## src/design/ifd_pkg.sv

```systemverilog
// Package for the IQ frame deframer: result item type, kind codes,
// register map and default sizes. No dependencies.
package ifd_pkg;

  // Default sizes
  localparam int FRAME_BYTES_DEF = 512;
  localparam int MAX_RX_DEF      = 8;

  // Frame layout
  localparam logic [7:0] SYNC_BYTE    = 8'h7F;
  localparam int         SYNC_BYTES   = 3;
  localparam int         HEADER_BYTES = 8;

  // Configuration port
  localparam int          CFG_ADDR_W   = 3;
  localparam int          CFG_DATA_W   = 32;
  localparam int          RX_CNT_W     = 4;
  localparam logic        REG_RX_COUNT = 1'b0;  // word select, paddr[2]

  // Result kinds
  localparam logic [1:0] KIND_IQ   = 2'd0;
  localparam logic [1:0] KIND_MIC  = 2'd1;
  localparam logic [1:0] KIND_CTRL = 2'd2;
  localparam logic [1:0] KIND_SYNC = 2'd3;

  // Byte index within a group where an iq pair and a mic sample finish
  localparam logic [2:0] GB_IQ_LAST  = 3'd5;
  localparam logic [2:0] GB_MIC_LAST = 3'd7;

  typedef struct packed {
    logic [1:0]         kind;
    logic [2:0]         receiver;
    logic signed [23:0] i_sample;
    logic signed [23:0] q_sample;
    logic signed [15:0] voice_sample;
    logic               ptt;
    logic               dash;
    logic               dot;
    logic               adc_overflow;
    logic [2:0]         user_inputs;
    logic [4:0]         telemetry_address;
    logic [31:0]        telemetry_data;
  } out_item_t;

endpackage

```

## src/design/ifd_in_if.sv

```systemverilog
// Byte input channel of the IQ frame deframer: valid/ready and one frame byte.
// No dependencies.
interface ifd_in_if;
  logic       valid;
  logic       ready;
  logic [7:0] frame_byte;

  modport source (output valid, output frame_byte, input ready);
  modport sink   (input valid, input frame_byte, output ready);
endinterface

```

## src/design/ifd_out_if.sv

```systemverilog
// Result channel of the IQ frame deframer: valid/ready and one result item.
// Depends on ifd_pkg for the item type.
interface ifd_out_if;
  logic              valid;
  logic              ready;
  ifd_pkg::out_item_t item;

  modport source (output valid, output item, input ready);
  modport sink   (input valid, input item, output ready);
endinterface

```

## src/design/iq_frame_deframer_unit.sv

```systemverilog
// Top level of the IQ frame deframer: frame tracking, decode and result register.
// Depends on ifd_pkg, ifd_in_if and ifd_out_if.
//
// Channel     | Direction | Handshake          | Payload
// in_stream   | in        | valid/ready        | frame_byte[7:0]
// out_stream  | out       | valid/ready        | out_item_t (kind, samples, control)
// cfg (APB)   | in        | psel/penable/pready| receiver_count at byte address 0
//
// One byte is taken per cycle unless stalled, decoded in the cycle it is taken
// and its result, if any, lands in the result register at the same edge.
// A byte is accepted while the result register is empty or being drained.
// Reset (rst_n low, synchronous) returns to the first sync byte of a frame
// with receiver_count = 1.
// The receiver count is latched at the first byte of every frame.
module iq_frame_deframer_unit #(
  parameter int FRAME_BYTES = ifd_pkg::FRAME_BYTES_DEF,
  parameter int MAX_RX      = ifd_pkg::MAX_RX_DEF
) (
  input  logic                           clk,
  input  logic                           rst_n,
  ifd_in_if.sink                         in_stream,
  ifd_out_if.source                      out_stream,
  input  logic                           psel,
  input  logic                           penable,
  input  logic                           pwrite,
  input  logic [ifd_pkg::CFG_ADDR_W-1:0] paddr,
  input  logic [ifd_pkg::CFG_DATA_W-1:0] pwdata,
  output logic [ifd_pkg::CFG_DATA_W-1:0] prdata,
  output logic                           pready
);
  import ifd_pkg::*;

  localparam int PosW = $clog2(FRAME_BYTES);
  localparam logic [PosW-1:0]   PosLast  = PosW'(FRAME_BYTES - 1);
  localparam logic [PosW:0]     FrameLen = (PosW + 1)'(FRAME_BYTES);
  localparam logic [PosW-1:0]   PosSyncE = PosW'(SYNC_BYTES);
  localparam logic [PosW-1:0]   PosHdrE  = PosW'(HEADER_BYTES);
  localparam logic [PosW-1:0]   PosHdrL  = PosW'(HEADER_BYTES - 1);
  localparam logic [RX_CNT_W-1:0] MaxRx  = RX_CNT_W'(MAX_RX);

  // Registers
  logic [RX_CNT_W-1:0] rx_count_r;
  logic [RX_CNT_W-1:0] frame_rx_r, frame_rx_nxt;
  logic [PosW-1:0]     pos_r, pos_nxt;
  logic [39:0]         ctrl_hold_r, ctrl_hold_nxt;
  logic [2:0]          rx_idx_r, rx_idx_nxt;
  logic [2:0]          group_byte_r, group_byte_nxt;
  logic [47:0]         sample_r, sample_nxt;
  logic                frame_bad_r, frame_bad_nxt;
  logic                out_valid_r, out_valid_nxt;
  out_item_t           out_item_r, out_item_nxt;

  // Per-byte working values
  logic                in_fire;
  logic                cfg_wr;
  logic                frame_start;
  logic [RX_CNT_W-1:0] rx_clamped;
  logic [RX_CNT_W-1:0] frx_eff;
  logic [2:0]          ridx_eff;
  logic [2:0]          gb_eff;
  logic                bad_eff;
  logic [5:0]          group_len;
  logic                padding;
  logic [39:0]         ctrl_shift;
  logic [47:0]         sample_shift;
  logic [7:0]          c0;
  logic [7:0]          c1;
  logic                res_valid;
  out_item_t           res;

  // Configuration port
  assign pready = 1'b1;
  assign cfg_wr = psel && penable && pwrite && (paddr[2] == REG_RX_COUNT);
  assign prdata = (paddr[2] == REG_RX_COUNT) ?
                  CFG_DATA_W'(rx_count_r) : '0;

  always_ff @(posedge clk) begin
    if (!rst_n) begin
      rx_count_r <= RX_CNT_W'(1);
    end else if (cfg_wr) begin
      rx_count_r <= pwdata[RX_CNT_W-1:0];
    end
  end

  // Handshake: take a byte while the result register is free or draining
  assign in_stream.ready = !out_valid_r || out_stream.ready;
  assign in_fire         = in_stream.valid && in_stream.ready;

  // Clamp the receiver count into 1..MAX_RX
  always_comb begin
    if (rx_count_r == '0) begin
      rx_clamped = RX_CNT_W'(1);
    end else if (rx_count_r > MaxRx) begin
      rx_clamped = MaxRx;
    end else begin
      rx_clamped = rx_count_r;
    end
  end

  // Frame start resets the per-frame state before the byte is decoded
  assign frame_start = (pos_r == '0);
  assign frx_eff     = frame_start ? rx_clamped : frame_rx_r;
  assign ridx_eff    = frame_start ? 3'd0 : rx_idx_r;
  assign gb_eff      = frame_start ? 3'd0 : group_byte_r;
  assign bad_eff     = frame_start ? 1'b0 : frame_bad_r;

  // Group length 6*rx + 2 and the padding test at a group boundary
  assign group_len = {frx_eff, 2'b00} + {1'b0, frx_eff, 1'b0} + 6'd2;
  assign padding   = (gb_eff == 3'd0) && (ridx_eff == 3'd0) &&
                     (({1'b0, pos_r} + (PosW + 1)'(group_len)) > FrameLen);

  assign ctrl_shift   = {ctrl_hold_r[31:0], in_stream.frame_byte};
  assign sample_shift = {sample_r[39:0], in_stream.frame_byte};
  assign c0           = ctrl_shift[39:32];
  assign c1           = ctrl_shift[31:24];

  // Decode one byte
  always_comb begin
    frame_bad_nxt  = bad_eff;
    rx_idx_nxt     = ridx_eff;
    group_byte_nxt = gb_eff;
    ctrl_hold_nxt  = ctrl_hold_r;
    sample_nxt     = sample_r;
    res_valid      = 1'b0;
    res            = '0;
    if (bad_eff) begin
      // drop the rest of a bad frame
    end else if (pos_r < PosSyncE) begin
      if (in_stream.frame_byte != SYNC_BYTE) begin
        frame_bad_nxt = 1'b1;
        res.kind      = KIND_SYNC;
        res_valid     = 1'b1;
      end
    end else if (pos_r < PosHdrE) begin
      ctrl_hold_nxt = ctrl_shift;
      if (pos_r == PosHdrL) begin
        res.kind              = KIND_CTRL;
        res.ptt               = c0[0];
        res.dash              = c0[1];
        res.dot               = c0[2];
        res.telemetry_address = c0[7:3];
        res.telemetry_data    = ctrl_shift[31:0];
        if (c0[7:3] == 5'd0) begin
          res.adc_overflow = c1[0];
          res.user_inputs  = ~c1[3:1];
        end
        res_valid = 1'b1;
      end
    end else if (!padding) begin
      sample_nxt     = sample_shift;
      group_byte_nxt = gb_eff + 3'd1;
      if (gb_eff == GB_IQ_LAST) begin
        res.kind     = KIND_IQ;
        res.receiver = ridx_eff;
        res.i_sample = sample_shift[47:24];
        res.q_sample = sample_shift[23:0];
        res_valid    = 1'b1;
        if ((RX_CNT_W'(ridx_eff) + RX_CNT_W'(1)) < frx_eff) begin
          rx_idx_nxt     = ridx_eff + 3'd1;
          group_byte_nxt = 3'd0;
        end
      end else if (gb_eff == GB_MIC_LAST) begin
        res.kind         = KIND_MIC;
        res.voice_sample = sample_shift[15:0];
        res_valid        = 1'b1;
        rx_idx_nxt       = 3'd0;
        group_byte_nxt   = 3'd0;
      end
    end
  end

  assign frame_rx_nxt = frx_eff;
  assign pos_nxt      = (pos_r == PosLast) ? '0 : pos_r + PosW'(1);

  // Result register: load on a byte with a result, clear when taken
  always_comb begin
    out_valid_nxt = out_valid_r;
    out_item_nxt  = out_item_r;
    if (out_stream.ready) begin
      out_valid_nxt = 1'b0;
    end
    if (in_fire && res_valid) begin
      out_valid_nxt = 1'b1;
      out_item_nxt  = res;
    end
  end

  // Frame state: advance on each accepted byte
  always_ff @(posedge clk) begin
    if (!rst_n) begin
      pos_r        <= '0;
      frame_rx_r   <= RX_CNT_W'(1);
      rx_idx_r     <= '0;
      group_byte_r <= '0;
      frame_bad_r  <= 1'b0;
      ctrl_hold_r  <= '0;
      sample_r     <= '0;
      out_valid_r  <= 1'b0;
    end else begin
      out_valid_r <= out_valid_nxt;
      if (in_fire) begin
        pos_r        <= pos_nxt;
        frame_rx_r   <= frame_rx_nxt;
        rx_idx_r     <= rx_idx_nxt;
        group_byte_r <= group_byte_nxt;
        frame_bad_r  <= frame_bad_nxt;
        ctrl_hold_r  <= ctrl_hold_nxt;
        sample_r     <= sample_nxt;
      end
    end
  end

  // Result payload, no reset
  always_ff @(posedge clk) begin
    out_item_r <= out_item_nxt;
  end

  assign out_stream.valid = out_valid_r;
  assign out_stream.item  = out_item_r;

`ifndef SYNTH
  // A stalled input means a result is pending
  a_ready_only_when_free: assert property (@(posedge clk) disable iff (!rst_n)
    !in_stream.ready |-> out_valid_r)
    else $error("input stalled with empty result register");

  // Receiver index stays below the latched frame count
  a_rx_idx_range: assert property (@(posedge clk) disable iff (!rst_n)
    (RX_CNT_W'(rx_idx_r) < frame_rx_r))
    else $error("receiver index beyond frame receiver count");

  // Last byte of a frame wraps the position to the frame start
  a_pos_wrap: assert property (@(posedge clk) disable iff (!rst_n)
    (in_fire && pos_r == PosLast) |=> (pos_r == '0))
    else $error("frame position did not wrap");

  // A good header always ends in a control record
  a_ctrl_record: assert property (@(posedge clk) disable iff (!rst_n)
    (in_fire && pos_r == PosHdrL && !frame_bad_r) |=>
    (out_valid_r && out_item_r.kind == KIND_CTRL))
    else $error("missing control record at end of header");
`endif

endmodule
```

## src/flat_wrapper.sv

```systemverilog
// flat-port wrapper written by rule: the top's interface ports become plain ports
module iq_frame_deframer_unit_flat import ifd_pkg::*;
#(
  parameter int FRAME_BYTES = ifd_pkg::FRAME_BYTES_DEF,
  parameter int MAX_RX      = ifd_pkg::MAX_RX_DEF
)
  (clk, rst_n, psel, penable, pwrite, paddr, pwdata, prdata, pready, in_stream_valid, in_stream_frame_byte, in_stream_ready, out_stream_valid, out_stream_item, out_stream_ready);
  ifd_in_if in_stream_i ();
  ifd_out_if out_stream_i ();
  input  logic clk;
  input  logic rst_n;
  input  logic psel;
  input  logic penable;
  input  logic pwrite;
  input  logic [ifd_pkg::CFG_ADDR_W-1:0] paddr;
  input  logic [ifd_pkg::CFG_DATA_W-1:0] pwdata;
  output logic [ifd_pkg::CFG_DATA_W-1:0] prdata;
  output logic pready;
  input wire logic [$bits(in_stream_i.valid)-1:0] in_stream_valid;
  input wire logic [$bits(in_stream_i.frame_byte)-1:0] in_stream_frame_byte;
  output wire logic [$bits(in_stream_i.ready)-1:0] in_stream_ready;
  output wire logic [$bits(out_stream_i.valid)-1:0] out_stream_valid;
  output wire logic [$bits(out_stream_i.item)-1:0] out_stream_item;
  input wire logic [$bits(out_stream_i.ready)-1:0] out_stream_ready;
  assign in_stream_i.valid = in_stream_valid;
  assign in_stream_i.frame_byte = in_stream_frame_byte;
  assign in_stream_ready = in_stream_i.ready;
  assign out_stream_valid = out_stream_i.valid;
  assign out_stream_item = out_stream_i.item;
  assign out_stream_i.ready = out_stream_ready;
  iq_frame_deframer_unit #(.FRAME_BYTES(FRAME_BYTES), .MAX_RX(MAX_RX)) u_core (.clk(clk), .rst_n(rst_n), .in_stream(in_stream_i), .out_stream(out_stream_i), .psel(psel), .penable(penable), .pwrite(pwrite), .paddr(paddr), .pwdata(pwdata), .prdata(prdata), .pready(pready));
endmodule
```

## config.mk

```make
export PLATFORM = sky130hd
export DESIGN_NAME = iq_frame_deframer_unit_flat
export DESIGN_NICKNAME = d
export VERILOG_FILES = /design/src/design/ifd_pkg.sv /design/src/design/ifd_in_if.sv /design/src/design/ifd_out_if.sv /design/src/design/iq_frame_deframer_unit.sv /design/src/flat_wrapper.sv
export SDC_FILE = /design/constraint.sdc
export NUM_CORES = 1
export LEC_CHECK = 0
export BUFFER_PORTS_ARGS = -buffer_cell sky130_fd_sc_hd__clkbuf_2
export CAP_MARGIN = 15
export CORE_MARGIN = 3
export CORE_UTILIZATION = 35
export DETAILED_ROUTE_END_ITERATION = 12
export SKIP_CTS_REPAIR_TIMING = 1
export SYNTH_ARGS = -nofsm -noshare
export SYNTH_HDL_FRONTEND = slang
export SYNTH_SLANG_ARGS = --single-unit
```

## constraint.sdc

```tcl
create_clock -name clk -period 8.6 [get_ports clk]
set_input_delay 1.72 -clock clk [delete_from_list [all_inputs] [get_ports clk]]
set_output_delay 1.72 -clock clk [all_outputs]
set_load 0.01 [all_outputs]
```

==> results.sh <==
export IMPL_place_congestion=0.777
export IMPL_synth_top_cell_area_share_pct=38.0
export IMPL_grt_pass1_wl_mm=33.7
export IMPL_synthAdderAreaFrac_pct=3.53
export IMPL_period_needed_ps=5820
export IMPL_finish_utilization_pct=43.0
export IMPL_dp_hpwl_mm=13.3
export IMPL_reg2reg_depth=18
export IMPL_cts_tree="built"
export IMPL_hold_slack_ps=452
export IMPL_drive_above_1_share_pct=19.7
export IMPL_final_antenna_net_count=0
export IMPL_post_route_period_util_pct=67.7
export IMPL_tns_ps=0
export IMPL_cp_end_kind="flop"
export IMPL_ys_async_sr_fraction_pct=0
export IMPL_power_mw=2.28
export IMPL_yosys_cell_types_count=50
export IMPL_row_count=57
export IMPL_port_buffers=138
export IMPL_rsz0062_at_grt="false"
export IMPL_synth_compound_area_share_pct=9.70
export IMPL_layout_nets=1030
export IMPL_leakage_nw=4.27
export IMPL_status="completed"
export IMPL_drtIter0Drc=486
export IMPL_dp_cells=1253
export IMPL_wire_per_inst_um=16.2
export IMPL_min_to="u_core.ctrl_hold_r[24]"
export IMPL_synth_seq_cells=210
export IMPL_synth_area_mux_share_pct=0.896
export IMPL_synth_top_cells_by_area="edfxtp_1 (38%), dfxtp_1 (22%), a21oi_1 (5.0%)"
export IMPL_first_pass_iters=5
export IMPL_grt_max_degree=82
export IMPL_antenna_cells=0
export IMPL_worst_pin_slew_ps=1140
export IMPL_synth_edf_count=113
export IMPL_fin_cells=1297
export IMPL_yosysWarnings=0
export IMPL_cp_start_kind="flop"
export IMPL_timing_hold_violations_final=0
export IMPL_yosysSeqAreaShare_pct=59.7
export IMPL_vias_per_cell=4.92
export IMPL_regToRegSetupSlack_ps=2780
export IMPL_timing_rr_start="u_core.pos_r[3]"
export IMPL_cp_max_fo=81
export IMPL_synthFlopType="edfxtp_1"
export IMPL_synth_top_family_by_area="simple AND/OR/NAND/NOR gates"
export IMPL_synth_largest_area_cell="edfxtp_1"
export IMPL_path_clk_slew_ps=70
export IMPL_fmax_ghz=0.172
export IMPL_drc=0
export IMPL_yosys_area_share_simple_pct=19.2
export IMPL_initial_core_util_pct=36.2
export IMPL_drt_total_wl_mm=21.0
export IMPL_peakVddDrop_mv=0.110
export IMPL_area_delta_synth_final_pct=18.6
export IMPL_avgSynthCellArea_sq_um=10.6
export IMPL_clock_skew_final_ps=20.5
export IMPL_holdCritStartpoint="u_core.ctrl_hold_r[24]"
export IMPL_arrival_ps=5930
export IMPL_core_area_sq_um=24700
export IMPL_setup_viol=0
export IMPL_first_global_vias=5967
export IMPL_pin_count=198
export IMPL_timing_rr_end="u_core.out_stream.item[80]"
export IMPL_track_usage_pct=14.7
export IMPL_postSynthCellCount=840
export IMPL_cts_sinks=210
export IMPL_slew_viol_final=0
export IMPL_hold_depth=2
export IMPL_vias=6382
export IMPL_crit_required_ps=8700
export IMPL_die_area_sq_um=27500
export IMPL_die_h_um=166
export IMPL_cts_buffer_depth=3
export IMPL_antenna_found_initial=0
export IMPL_max_slew_margin_rel_pct=24.0
export IMPL_grt_ovfl_total=0
export IMPL_synth_area_sq_um=8940
export IMPL_hp_class="flop to flop"
export IMPL_cts_buffers=23
export IMPL_fillerInstances=2388
export IMPL_die_width_um=166
export IMPL_synth_xor_area_share_pct=1.08
export IMPL_powerDensity_nw_per_um2=215
export IMPL_cap_violations=0
export IMPL_clock_latency_ps=500
export IMPL_clockRootBuffer="clkbuf_16"
export IMPL_htree_levels=1
export IMPL_critPathKind="flop to flop"
-- per-stage QoR --
| step | cell area [sq um] | setup slack (ps) |
|---|---|---|
| finish | 10600 | 2780 |
| global route | 10600 | 2160 |
| CTS | 10600 | 2700 |
| detailed placement | 9790 | 2740 |
| global placement | 9790 | 2770 |
| floorplan | 9050 | 1570 |
-- cells by family (layout without fill, tap and decap cells) --
group | after synthesis | in the layout
AND/OR/NAND/NOR | 324 | 324
flip-flops | 210 | 210
AO/OA/AOI/OAI | 159 | 159
buffers and inverters | 102 | 208
adder cells (fa/ha/maj) | 24 | 24
XOR/XNOR | 11 | 11
multiplexers | 8 | 8
other | 2 | 29
-- layout make-up --
| class | instances | area, sq um | area share, % |
|---|---|---|---|
| Multi-Input combinational cell | 555 | 3230 | 30.5 |
| Sequential cell | 210 | 5340 | 50.3 |
| Clock buffer | 32 | 631 | 5.95 |
| Timing Repair Buffer | 148 | 806 | 7.60 |
| Clock inverter | 10 | 130 | 1.23 |
| Tap cell | 324 | 405 | 3.82 |
| Inverter | 18 | 67.6 | 0.637 |
-- state kept, by name, indices dropped and copies added (netlist names) --
register,count
u_core.frame_bad_r,1
u_core.group_byte_r,3
u_core.rx_idx_r,3
u_core.rx_count_r,4
u_core.sample_r,40
u_core.out_stream.item,113
u_core.pos_r,9
u_core.ctrl_hold_r,32
u_core.frame_rx_r,4
u_core.out_stream.valid,1
-- cells in the final DEF, fill, tap and decap left out, drive strengths merged, types with 27 or more instances in the layout --
cell type	n
o21ai	50
nor2	27
dfxtp	97
conb	29
and2	60
a21oi	90
clkbuf	170
nand3	51
edfxtp	113
and3	52
nand2	98
-- Yosys cell counts, drive strengths merged, types with 8 or more instances --
cell type / instances
mux2i: 8
clkbuf: 45
nand3: 51
and2: 60
nand2: 98
inv: 18
ha: 22
dfxtp: 97
nor2: 27
nor3: 8
edfxtp: 113
buf: 39
and3: 52
a21oi: 90
o21ai: 50
-- how the worst max path moves through the flow --
stage                     cells past startpoint       startpoint  slack [ps]                    endpoint
final                                        18  u_core.pos_r[3]        2780  u_core.out_stream.item[80]
after global routing                         18  u_core.pos_r[3]        2160  u_core.out_stream.item[85]
after floorplan                              19  u_core.pos_r[0]        1570   u_core.out_stream.item[0]
after detailed placement                     18  u_core.pos_r[3]        2740  u_core.out_stream.item[85]
after global placement                       18  u_core.pos_r[3]        2770  u_core.out_stream.item[85]
after CTS                                    18  u_core.pos_r[3]        2700  u_core.out_stream.item[74]
-- worst max-delay path, stage by stage (launching register included) --
cell and delay, ps:
dfxtp_1 400, nor4_4 460, nand2_1 500, mux2i_1 570, inv_1 210, ha_1 330
o21ai_0 70, nand2b_1 70, a21oi_1 170, xor2_1 180, ha_1 260, inv_1 70
a21oi_1 40, o21a_1 220, o21ai_4 60, buf_4 420, o21ai_0 300, a21oi_4 220
buf_4 740
-- report_power, final --
| group | switching (mW) | leakage, nW | internal [mW] |
|---|---|---|---|
| registers | 0.0209 | 1.91 | 1.11 |
| clock network | 0.386 | 0.361 | 0.603 |
| logic | 0.108 | 2.00 | 0.0475 |
| total | 0.515 | 4.27 | 1.76 |
-- layer usage --
| layer | track usage [%] | share of wire, % | vias to the layer above |
|---|---|---|---|
| met2 | 23.6 | 46 | 213 |
| li1 | - | - | 3120 |
| met1 | 21.1 | 47 | 3027 |
| met5 | 0 | 0 | - |
| met3 | 2.26 | 5.8 | 22 |
| met4 | 3.47 | 1.5 | 0 |
Note: power is estimated with default switching activity, not from simulation.
